==> src/sv/rk4hts_pkg.sv <==
// Package for the helix track stepper: widths, payload structs, multiplier
// request, microcode word format and the microcode program itself.
// No dependencies.
`timescale 1ns / 1ps

package rk4hts_pkg;

  // Number format and track limits
  localparam int FRAC_BITS = 32;
  localparam int MAX_STEPS = 100000;
  localparam int DATA_W    = 48;
  localparam int STEP_W    = 17;
  localparam int PHASE_W   = 16;
  localparam int ACC_W     = 51;           // k1 + 2k2 + 2k3 + k4 without overflow
  localparam int ZLIM_W    = 47;
  localparam int HSTEP_W   = 47;

  // Shared multiplier: unsigned magnitudes, split into two halves
  localparam int MAG_W     = 50;
  localparam int HALF_W    = MAG_W / 2;
  localparam int PROD_W    = 2 * MAG_W;

  // Divide by three through a reciprocal: q = (n * DIV_RECIP) >> DIV_SHIFT
  localparam int DIV_SHIFT = 51;
  localparam logic [MAG_W-1:0] DIV_RECIP = MAG_W'(((64'd1 << DIV_SHIFT) + 64'd1) / 64'd3);

  // Configuration register indexes
  localparam int CFG_W = 3;
  localparam logic [CFG_W-1:0] CFG_FIELD_COEF  = 3'd0;
  localparam logic [CFG_W-1:0] CFG_STEP_SIZE   = 3'd1;
  localparam logic [CFG_W-1:0] CFG_VEL_X_INIT  = 3'd2;
  localparam logic [CFG_W-1:0] CFG_VEL_Y_INIT  = 3'd3;
  localparam logic [CFG_W-1:0] CFG_VEL_Z_CONST = 3'd4;
  localparam logic [CFG_W-1:0] CFG_SAMPLE_INTV = 3'd5;
  localparam logic [CFG_W-1:0] CFG_Z_LIMIT     = 3'd6;

  // Configuration reset values
  localparam logic [HSTEP_W-1:0] STEP_SIZE_RST = 47'd42950;
  localparam logic [PHASE_W-1:0] SAMPLE_INTV_RST = 16'd20;
  localparam logic [ZLIM_W-1:0]  Z_LIMIT_RST = 47'd21474836480;

  typedef logic signed [DATA_W-1:0] word_t;

  typedef struct packed {
    logic  start_req;
    word_t start_x;
    word_t start_y;
    word_t start_z;
  } in_item_t;

  typedef struct packed {
    word_t             pos_x;
    word_t             pos_y;
    word_t             pos_z;
    logic [STEP_W-1:0] step_index;
    logic              track_end;
  } out_item_t;

  // Multiplier unit request
  typedef enum logic {
    MUL_QMUL,   // round by FRAC_BITS, saturate
    MUL_DIV3    // reciprocal divide, truncate
  } mul_mode_e;

  typedef struct packed {
    logic             start;
    mul_mode_e        mode;
    logic             neg;
    logic [MAG_W-1:0] a_mag;
    logic [MAG_W-1:0] b_mag;
  } mul_req_t;

  // Microcode word
  localparam int PC_W = 6;

  typedef enum logic [3:0] {
    OP_NOP,
    OP_ADD,     // dst = sat(a + b)
    OP_SUB,     // dst = sat(a - b)
    OP_ADDH,    // dst = sat(a + b/2), halving truncates toward zero
    OP_MUL,     // dst = qmul(a, b) on the shared multiplier
    OP_DIVX,    // dst = round(sum_k / 6)
    OP_DIVY,    // dst = round(sum_l / 6)
    OP_WAIT,    // take an input transfer
    OP_FIN,     // step bookkeeping and result
    OP_START    // load a new track and report it
  } op_e;

  typedef enum logic [3:0] {
    SRC_CX, SRC_CY, SRC_CZ, SRC_RX, SRC_RY, SRC_AX, SRC_AY, SRC_T,
    SRC_KK, SRC_LL, SRC_F, SRC_H, SRC_VXI, SRC_VYI, SRC_VZ
  } src_e;

  typedef enum logic [3:0] {
    DST_NONE, DST_CX, DST_CY, DST_CZ, DST_AX, DST_AY, DST_T, DST_KK, DST_LL
  } dst_e;

  typedef enum logic [1:0] {
    ACC_NONE,   // leave the weighted sums
    ACC_SET,    // sums = k, l
    ACC_ADD2,   // sums += 2k, 2l
    ACC_ADD1    // sums += k, l
  } acc_e;

  typedef enum logic [1:0] {
    CND_NEXT,   // fall through
    CND_ALWAYS, // jump
    CND_START   // jump when the accepted item is a start
  } cond_e;

  typedef struct packed {
    op_e              op;
    src_e             src_a;
    src_e             src_b;
    dst_e             dst;
    acc_e             acc;
    cond_e            cond;
    logic [PC_W-1:0]  target;
  } uword_t;

  localparam logic [PC_W-1:0] UPC_WAIT  = 6'd0;
  localparam logic [PC_W-1:0] UPC_START = 6'd47;

  // Microcode program. Each RK stage: velocity terms through the field
  // coefficient, scale by h, then form next stage arguments (stages 1-3).
  function automatic uword_t ucode_rom(input logic [PC_W-1:0] upc);
    uword_t w;
    unique case (upc)
      6'd0:  w = '{OP_WAIT,  SRC_T,   SRC_T,  DST_NONE, ACC_NONE, CND_START,  UPC_START};
      // stage 1, arguments are the current position
      6'd1:  w = '{OP_SUB,   SRC_CY,  SRC_RY, DST_T,    ACC_NONE, CND_NEXT,   UPC_WAIT};
      6'd2:  w = '{OP_MUL,   SRC_F,   SRC_T,  DST_T,    ACC_NONE, CND_NEXT,   UPC_WAIT};
      6'd3:  w = '{OP_ADD,   SRC_T,   SRC_VXI, DST_T,   ACC_NONE, CND_NEXT,   UPC_WAIT};
      6'd4:  w = '{OP_MUL,   SRC_H,   SRC_T,  DST_KK,   ACC_NONE, CND_NEXT,   UPC_WAIT};
      6'd5:  w = '{OP_SUB,   SRC_CX,  SRC_RX, DST_T,    ACC_NONE, CND_NEXT,   UPC_WAIT};
      6'd6:  w = '{OP_MUL,   SRC_F,   SRC_T,  DST_T,    ACC_NONE, CND_NEXT,   UPC_WAIT};
      6'd7:  w = '{OP_SUB,   SRC_VYI, SRC_T,  DST_T,    ACC_NONE, CND_NEXT,   UPC_WAIT};
      6'd8:  w = '{OP_MUL,   SRC_H,   SRC_T,  DST_LL,   ACC_NONE, CND_NEXT,   UPC_WAIT};
      6'd9:  w = '{OP_ADDH,  SRC_CY,  SRC_LL, DST_AY,   ACC_SET,  CND_NEXT,   UPC_WAIT};
      6'd10: w = '{OP_ADDH,  SRC_CX,  SRC_KK, DST_AX,   ACC_NONE, CND_NEXT,   UPC_WAIT};
      // stage 2
      6'd11: w = '{OP_SUB,   SRC_AY,  SRC_RY, DST_T,    ACC_NONE, CND_NEXT,   UPC_WAIT};
      6'd12: w = '{OP_MUL,   SRC_F,   SRC_T,  DST_T,    ACC_NONE, CND_NEXT,   UPC_WAIT};
      6'd13: w = '{OP_ADD,   SRC_T,   SRC_VXI, DST_T,   ACC_NONE, CND_NEXT,   UPC_WAIT};
      6'd14: w = '{OP_MUL,   SRC_H,   SRC_T,  DST_KK,   ACC_NONE, CND_NEXT,   UPC_WAIT};
      6'd15: w = '{OP_SUB,   SRC_AX,  SRC_RX, DST_T,    ACC_NONE, CND_NEXT,   UPC_WAIT};
      6'd16: w = '{OP_MUL,   SRC_F,   SRC_T,  DST_T,    ACC_NONE, CND_NEXT,   UPC_WAIT};
      6'd17: w = '{OP_SUB,   SRC_VYI, SRC_T,  DST_T,    ACC_NONE, CND_NEXT,   UPC_WAIT};
      6'd18: w = '{OP_MUL,   SRC_H,   SRC_T,  DST_LL,   ACC_NONE, CND_NEXT,   UPC_WAIT};
      6'd19: w = '{OP_ADDH,  SRC_CY,  SRC_LL, DST_AY,   ACC_ADD2, CND_NEXT,   UPC_WAIT};
      6'd20: w = '{OP_ADDH,  SRC_CX,  SRC_KK, DST_AX,   ACC_NONE, CND_NEXT,   UPC_WAIT};
      // stage 3, next arguments take the full stage value
      6'd21: w = '{OP_SUB,   SRC_AY,  SRC_RY, DST_T,    ACC_NONE, CND_NEXT,   UPC_WAIT};
      6'd22: w = '{OP_MUL,   SRC_F,   SRC_T,  DST_T,    ACC_NONE, CND_NEXT,   UPC_WAIT};
      6'd23: w = '{OP_ADD,   SRC_T,   SRC_VXI, DST_T,   ACC_NONE, CND_NEXT,   UPC_WAIT};
      6'd24: w = '{OP_MUL,   SRC_H,   SRC_T,  DST_KK,   ACC_NONE, CND_NEXT,   UPC_WAIT};
      6'd25: w = '{OP_SUB,   SRC_AX,  SRC_RX, DST_T,    ACC_NONE, CND_NEXT,   UPC_WAIT};
      6'd26: w = '{OP_MUL,   SRC_F,   SRC_T,  DST_T,    ACC_NONE, CND_NEXT,   UPC_WAIT};
      6'd27: w = '{OP_SUB,   SRC_VYI, SRC_T,  DST_T,    ACC_NONE, CND_NEXT,   UPC_WAIT};
      6'd28: w = '{OP_MUL,   SRC_H,   SRC_T,  DST_LL,   ACC_NONE, CND_NEXT,   UPC_WAIT};
      6'd29: w = '{OP_ADD,   SRC_CY,  SRC_LL, DST_AY,   ACC_ADD2, CND_NEXT,   UPC_WAIT};
      6'd30: w = '{OP_ADD,   SRC_CX,  SRC_KK, DST_AX,   ACC_NONE, CND_NEXT,   UPC_WAIT};
      // stage 4
      6'd31: w = '{OP_SUB,   SRC_AY,  SRC_RY, DST_T,    ACC_NONE, CND_NEXT,   UPC_WAIT};
      6'd32: w = '{OP_MUL,   SRC_F,   SRC_T,  DST_T,    ACC_NONE, CND_NEXT,   UPC_WAIT};
      6'd33: w = '{OP_ADD,   SRC_T,   SRC_VXI, DST_T,   ACC_NONE, CND_NEXT,   UPC_WAIT};
      6'd34: w = '{OP_MUL,   SRC_H,   SRC_T,  DST_KK,   ACC_NONE, CND_NEXT,   UPC_WAIT};
      6'd35: w = '{OP_SUB,   SRC_AX,  SRC_RX, DST_T,    ACC_NONE, CND_NEXT,   UPC_WAIT};
      6'd36: w = '{OP_MUL,   SRC_F,   SRC_T,  DST_T,    ACC_NONE, CND_NEXT,   UPC_WAIT};
      6'd37: w = '{OP_SUB,   SRC_VYI, SRC_T,  DST_T,    ACC_NONE, CND_NEXT,   UPC_WAIT};
      6'd38: w = '{OP_MUL,   SRC_H,   SRC_T,  DST_LL,   ACC_NONE, CND_NEXT,   UPC_WAIT};
      6'd39: w = '{OP_NOP,   SRC_T,   SRC_T,  DST_NONE, ACC_ADD1, CND_NEXT,   UPC_WAIT};
      // combine and the z step
      6'd40: w = '{OP_DIVX,  SRC_T,   SRC_T,  DST_T,    ACC_NONE, CND_NEXT,   UPC_WAIT};
      6'd41: w = '{OP_ADD,   SRC_CX,  SRC_T,  DST_CX,   ACC_NONE, CND_NEXT,   UPC_WAIT};
      6'd42: w = '{OP_DIVY,  SRC_T,   SRC_T,  DST_T,    ACC_NONE, CND_NEXT,   UPC_WAIT};
      6'd43: w = '{OP_ADD,   SRC_CY,  SRC_T,  DST_CY,   ACC_NONE, CND_NEXT,   UPC_WAIT};
      6'd44: w = '{OP_MUL,   SRC_H,   SRC_VZ, DST_T,    ACC_NONE, CND_NEXT,   UPC_WAIT};
      6'd45: w = '{OP_ADD,   SRC_CZ,  SRC_T,  DST_CZ,   ACC_NONE, CND_NEXT,   UPC_WAIT};
      6'd46: w = '{OP_FIN,   SRC_T,   SRC_T,  DST_NONE, ACC_NONE, CND_ALWAYS, UPC_WAIT};
      6'd47: w = '{OP_START, SRC_T,   SRC_T,  DST_NONE, ACC_NONE, CND_ALWAYS, UPC_WAIT};
      default: w = '{OP_NOP, SRC_T,   SRC_T,  DST_NONE, ACC_NONE, CND_ALWAYS, UPC_WAIT};
    endcase
    return w;
  endfunction

endpackage

==> src/sv/rk4hts_mul.sv <==
// Shared iterative multiplier of the helix track stepper: unsigned magnitude
// product from four half-width partial products, then rounding or reciprocal
// scaling and signed saturation. Depends on rk4hts_pkg.
`timescale 1ns / 1ps

module rk4hts_mul (
  input  logic                 clk_i,
  input  logic                 rst_ni,
  input  rk4hts_pkg::mul_req_t req_i,
  output logic                 done_o,
  output rk4hts_pkg::word_t    res_o
);
  import rk4hts_pkg::*;

  localparam logic [2:0] CNT_LAST_PP = 3'd3;
  localparam logic [2:0] CNT_FINISH  = 3'd5;
  localparam logic [PROD_W-1:0] ROUND_HALF = PROD_W'(1) << (FRAC_BITS - 1);
  localparam logic [PROD_W-1:0] POS_LIM = (PROD_W'(1) << (DATA_W - 1)) - PROD_W'(1);
  localparam logic [PROD_W-1:0] NEG_LIM = PROD_W'(1) << (DATA_W - 1);

  logic                  busy_q, busy_d;
  logic [2:0]            cnt_q, cnt_d;
  logic                  ppv_q, ppv_d;
  logic                  done_q, done_d;

  logic [MAG_W-1:0]      a_q, a_d, b_q, b_d;
  logic                  neg_q, neg_d;
  mul_mode_e             mode_q, mode_d;
  logic [PROD_W-1:0]     acc_q, acc_d;
  logic [2*HALF_W-1:0]   pp_q, pp_d;
  logic [1:0]            sh_q, sh_d;
  word_t                 res_q, res_d;

  logic [HALF_W-1:0]     a_part, b_part;
  logic [PROD_W-1:0]     pp_shifted;
  logic [PROD_W-1:0]     rounded, scaled, lim, clamped;

  // partial product select and alignment
  always_comb begin
    a_part = cnt_q[1] ? a_q[MAG_W-1:HALF_W] : a_q[HALF_W-1:0];
    b_part = cnt_q[0] ? b_q[MAG_W-1:HALF_W] : b_q[HALF_W-1:0];
    unique case (sh_q)
      2'd0:    pp_shifted = PROD_W'(pp_q);
      2'd1:    pp_shifted = PROD_W'(pp_q) << HALF_W;
      2'd2:    pp_shifted = PROD_W'(pp_q) << (2 * HALF_W);
      default: pp_shifted = '0;
    endcase
  end

  // final scaling and saturation
  always_comb begin
    rounded = acc_q + ROUND_HALF;
    scaled  = (mode_q == MUL_DIV3) ? (acc_q >> DIV_SHIFT) : (rounded >> FRAC_BITS);
    lim     = neg_q ? NEG_LIM : POS_LIM;
    clamped = (scaled > lim) ? lim : scaled;
    res_d   = neg_q ? -clamped[DATA_W-1:0] : clamped[DATA_W-1:0];
  end

  // iteration control
  always_comb begin
    busy_d = busy_q;
    cnt_d  = cnt_q;
    ppv_d  = ppv_q;
    done_d = 1'b0;
    a_d    = a_q;
    b_d    = b_q;
    neg_d  = neg_q;
    mode_d = mode_q;
    acc_d  = acc_q;
    pp_d   = pp_q;
    sh_d   = sh_q;
    if (req_i.start) begin
      busy_d = 1'b1;
      cnt_d  = '0;
      ppv_d  = 1'b0;
      a_d    = req_i.a_mag;
      b_d    = req_i.b_mag;
      neg_d  = req_i.neg;
      mode_d = req_i.mode;
      acc_d  = '0;
    end else if (busy_q) begin
      if (cnt_q <= CNT_LAST_PP) begin
        pp_d  = (2*HALF_W)'(a_part) * (2*HALF_W)'(b_part);
        sh_d  = {1'b0, cnt_q[1]} + {1'b0, cnt_q[0]};
        ppv_d = 1'b1;
      end else begin
        ppv_d = 1'b0;
      end
      if (ppv_q) begin
        acc_d = acc_q + pp_shifted;
      end
      if (cnt_q == CNT_FINISH) begin
        busy_d = 1'b0;
        done_d = 1'b1;
      end else begin
        cnt_d = cnt_q + 3'd1;
      end
    end
  end

  always_ff @(posedge clk_i or negedge rst_ni) begin
    if (!rst_ni) begin
      busy_q <= 1'b0;
      cnt_q  <= '0;
      ppv_q  <= 1'b0;
      done_q <= 1'b0;
    end else begin
      busy_q <= busy_d;
      cnt_q  <= cnt_d;
      ppv_q  <= ppv_d;
      done_q <= done_d;
    end
  end

  always_ff @(posedge clk_i) begin
    a_q    <= a_d;
    b_q    <= b_d;
    neg_q  <= neg_d;
    mode_q <= mode_d;
    acc_q  <= acc_d;
    pp_q   <= pp_d;
    sh_q   <= sh_d;
    if (busy_q && (cnt_q == CNT_FINISH)) begin
      res_q <= res_d;
    end
  end

  assign done_o = done_q;
  assign res_o  = res_q;

endmodule

==> config.mk <==
export PLATFORM = sky130hd
export DESIGN_NAME = rk4hts_mul
export DESIGN_NICKNAME = d
export VERILOG_FILES = /design/src/sv/rk4hts_pkg.sv /design/src/sv/rk4hts_mul.sv
export SDC_FILE = /design/constraint.sdc
export NUM_CORES = 2
export LEC_CHECK = 0
export CORE_MARGIN = 2
export CORE_UTILIZATION = 60
export CTS_BUF_LIST = sky130_fd_sc_hd__clkbuf_4
export CTS_CLUSTER_DIAMETER = 30
export DETAILED_ROUTE_END_ITERATION = 16
export DONT_BUFFER_PORTS = 1
export PLACE_DENSITY = 0.76
export SLEW_MARGIN = 20
export SYNTH_ARGS = -nofsm -noshare
export SYNTH_HDL_FRONTEND = slang
export SYNTH_SLANG_ARGS = --single-unit
==> constraint.sdc <==
create_clock -name clk_i -period 12.7 [get_ports clk_i]
set_input_delay 1.27 -clock clk_i [delete_from_list [all_inputs] [get_ports clk_i]]
set_output_delay 1.27 -clock clk_i [all_outputs]
set_load 0.05 [all_outputs]
==> results.json <==
{
  "status": "finished, final reports clean",
  "grt_pass1_vias": 36100,
  "r2r_cells": 27,
  "cts_hold_buf": 0,
  "seq_area_frac_synth_pct": 19.4,
  "rr_endpoint": "pp_q[48]$_DFFE_PP_",
  "firstDrtPassIters": 8,
  "crit_fanout": 29,
  "crit_end": "pp_q[48]$_DFFE_PP_",
  "drive_gt1_share_pct": 6.23,
  "postCtsSetupBuffers": 0,
  "drc": 0,
  "netlist_instances": 4925,
  "die_width_um": 269,
  "grt_use_total_pct": 37.1,
  "startpoint_type": "flop",
  "syn-cell-area_um2": 42300,
  "synth_warnings": 0,
  "setup_viol": 0,
  "yosysUniqueCellTypes": 84,
  "async_flop_share_pct": 1.95,
  "ctsResizeCount": 0,
  "grt_pass1_wl_mm": 207,
  "syn_avg_cell_area_um2": 8.58,
  "dieArea_um2": 72600,
  "antenna_left": 0,
  "hpwl_mm": 105,
  "clk_path_buf_depth": 3,
  "required_ps": 13320,
  "cts_buffers": 93,
  "r2r_start": "cnt_q[0]$_DFFE_PN0P_",
  "cts-root-buf": "clkbuf_4",
  "maxSlewViolCount": 0,
  "rsz0062_at_grt": "no",
  "worst_slew_pin_slew_ps": 1000,
  "arrival_ps": 10070,
  "cap_violations": 0,
  "finClkSkew_ps": 54.0,
  "start_util_pct": 60.4,
  "r2r_slack_ps": 3240,
  "timing.final.crit_share_pct": 74.5,
  "syn_nets": 5894,
  "drt_iter0_markers": 3405,
  "ios": 154,
  "timing.hold.worst.class": "input pin to asynchronous set/reset pin",
  "fin_crit_ps": 9460,
  "cts_tree": "done",
  "end_kind": "flop",
  "die_y_um": 269,
  "htreeDepth": 3,
  "nets": 5811,
  "cts.sinks": 308,
  "routed_via_density": 6.17,
  "synth_flop_cell": "edfxtp_1",
  "clk_pin_slew_ps": 70,
  "gp_congestion": 1.04,
  "worstSetupStartpoint": "cnt_q[0]$_DFFE_PN0P_",
  "synth-edff-count": 202,
  "hold_viol": 0,
  "slew_headroom_pct": 31.3,
  "grt_max_degree": 192,
  "coreArea_um2": 69900,
  "grt_antenna_before_repair": 3,
  "synth_seq_cells": 308,
  "grt-ovfl-total": 0,
  "syn_to_final_growth_pct": 5.23,
  "wire_per_inst_um": 23.0,
  "port_buffers": 0,
  "rows": 97,
  "setup_tns_ps": 0,
  "clock_latency_ps": 920,
  "max_freq_mhz": 106,
  "via_count": 36200,
  "wl_mm": 135,
  "critPathKind": "flop to flop"
}
sequential cells by signal, summed over array words and instances (netlist names), 2 cells and up:
signal	flops
pp_q	50
b_q	50
a_q	50
res_o	48
cnt_q	3
sh_q	2
acc_q	100
critical path: stages, from the launching register on:
cell and delay (ps):
dfrtp_2 650, buf_4 620, mux2_2 710, nand2_1 170, fa_1 580, inv_1 60, fa_1 530, inv_1 60
fa_1 460, fa_1 510, inv_1 50, fa_1 480, fa_1 540, inv_1 50, fa_1 540, inv_1 40
ha_1 340, and3_1 220, a221o_1 310, a21oi_1 180, o21ai_0 90, nor3_1 590, o21ai_0 260, a21oi_1 330
o21a_1 190, o21ai_0 130, a221oi_1 340, xnor2_1 100
per-stage QoR:
step                      instance area [µm²]  std cells  setup slack [ps]  hold WS [ps]  utilization (%)
after global placement                  43000       5686              3490           446             61.6
after global routing                    44500       5861              2910          51.3             63.6
after detailed placement                43100       5687              3330           451             61.6
final                                   44500       5861              3240          84.0             63.6
after floorplan                         42300       4925              4490           436                -
after CTS                               44400       5854              3360          18.1             63.6
placed cells by master (no fill, tap or decap), types with 20 or more instances in the layout:
master and instances:
inv_1 660, nand2_1 649, fa_1 527, nor2_1 511, ha_1 337, a21oi_1 308, edfxtp_1 202, o21ai_0 179
clkbuf_4 115, xnor2_1 111, dfxtp_1 100, nand3_1 86, a21o_1 86, and2_1 78, mux2i_1 74, nand4_1 72
buf_4 63, nor3_1 59, xor2_1 58, mux2_2 46, and3_1 37, a31oi_1 36, nor2b_1 29, clkinv_1 29
a22o_1 28, nand2b_1 26, or3_1 23, o21bai_1 23, a211oi_1 22, or4_1 21, o211ai_1 20
cell type report:
class	instances	area (µm²)
multi-input combinational	3713	30700
antenna	7	17.5
tap	940	1180
clock buffer	115	863
clock inverter	52	519
timing repair buffer	64	484
sequential	308	8220
inverter	662	2480
fill	6013	25400
cells in the mapped netlist, drive strengths merged (9+ instances only):
| library cell | instances | area (µm²) |
|---|---|---|
| a22o | 28 | 245 |
| or3 | 23 | 144 |
| nand4 | 74 | 475 |
| mux2 | 46 | 518 |
| xnor2 | 111 | 972 |
| xor2 | 58 | 508 |
| a31oi | 36 | 225 |
| nand3 | 86 | 430 |
| ha | 337 | 4220 |
| o31ai | 19 | 143 |
| nand2b | 26 | 163 |
| fa | 527 | 10600 |
| and4 | 18 | 158 |
| a221oi | 11 | 96.3 |
| edfxtp | 202 | 6070 |
| nor2 | 513 | 1930 |
| a21boi | 9 | 67.6 |
| o31a | 11 | 96.3 |
| a22oi | 10 | 80.1 |
| dfxtp | 100 | 2000 |
| mux2i | 86 | 861 |
| o211ai | 20 | 150 |
| and3 | 37 | 231 |
| o21a | 18 | 135 |
| o21ai | 189 | 946 |
| and2 | 80 | 503 |
| a21o | 86 | 646 |
| o21bai | 23 | 173 |
| or2 | 19 | 119 |
| buf | 24 | 105 |
| a211oi | 23 | 178 |
| clkbuf | 218 | 820 |
| a21oi | 308 | 1540 |
| inv | 660 | 2480 |
| nor3 | 59 | 295 |
| or4 | 22 | 169 |
| nor2b | 30 | 188 |
| nand2 | 650 | 2440 |
| nor4 | 22 | 169 |
layer usage:
metal	GRT usage, %	wire length [µm]
met2	59.8	61300
met1	44.8	49700
met4	24.8	10900
met5	0	0
met3	8.26	12800
logic make-up (layout without fill, tap and decap cells):
logic type / count (synthesis) / count (layout) / synth area share [%]
buffers and inverters: 904 / 893 / 8.07
DFF: 308 / 308 / 19.4
and+or+nand+nor: 1676 / 1676 / 17.9
AOI/OAI and AO/OA: 872 / 872 / 12.9
other: 0 / 7 / 0
muxes: 132 / 132 / 3.26
xor gates and xnor gates: 169 / 169 / 3.50
adders and majority gates: 864 / 864 / 34.9
worst min-delay path by stage:
stage / slack [ps] / depth (start not counted) / endpoint / start
final: 80 / 0 / done_o$_DFF_PN0_ / rst_ni
after global routing: 50 / 0 / done_o$_DFF_PN0_ / rst_ni
after CTS: 20 / 0 / done_o$_DFF_PN0_ / rst_ni
after detailed placement: 450 / 2 / acc_q[30]$_SDFFE_PP0P_ / acc_q[30]$_SDFFE_PP0P_
after global placement: 450 / 2 / acc_q[30]$_SDFFE_PP0P_ / acc_q[30]$_SDFFE_PP0P_
after floorplan: 440 / 2 / acc_q[11]$_SDFFE_PP0P_ / acc_q[11]$_SDFFE_PP0P_
Power is left out: the tool's default activity adds up to more than one toggle a clock period on the data nets, which glitch-free logic cannot reach.
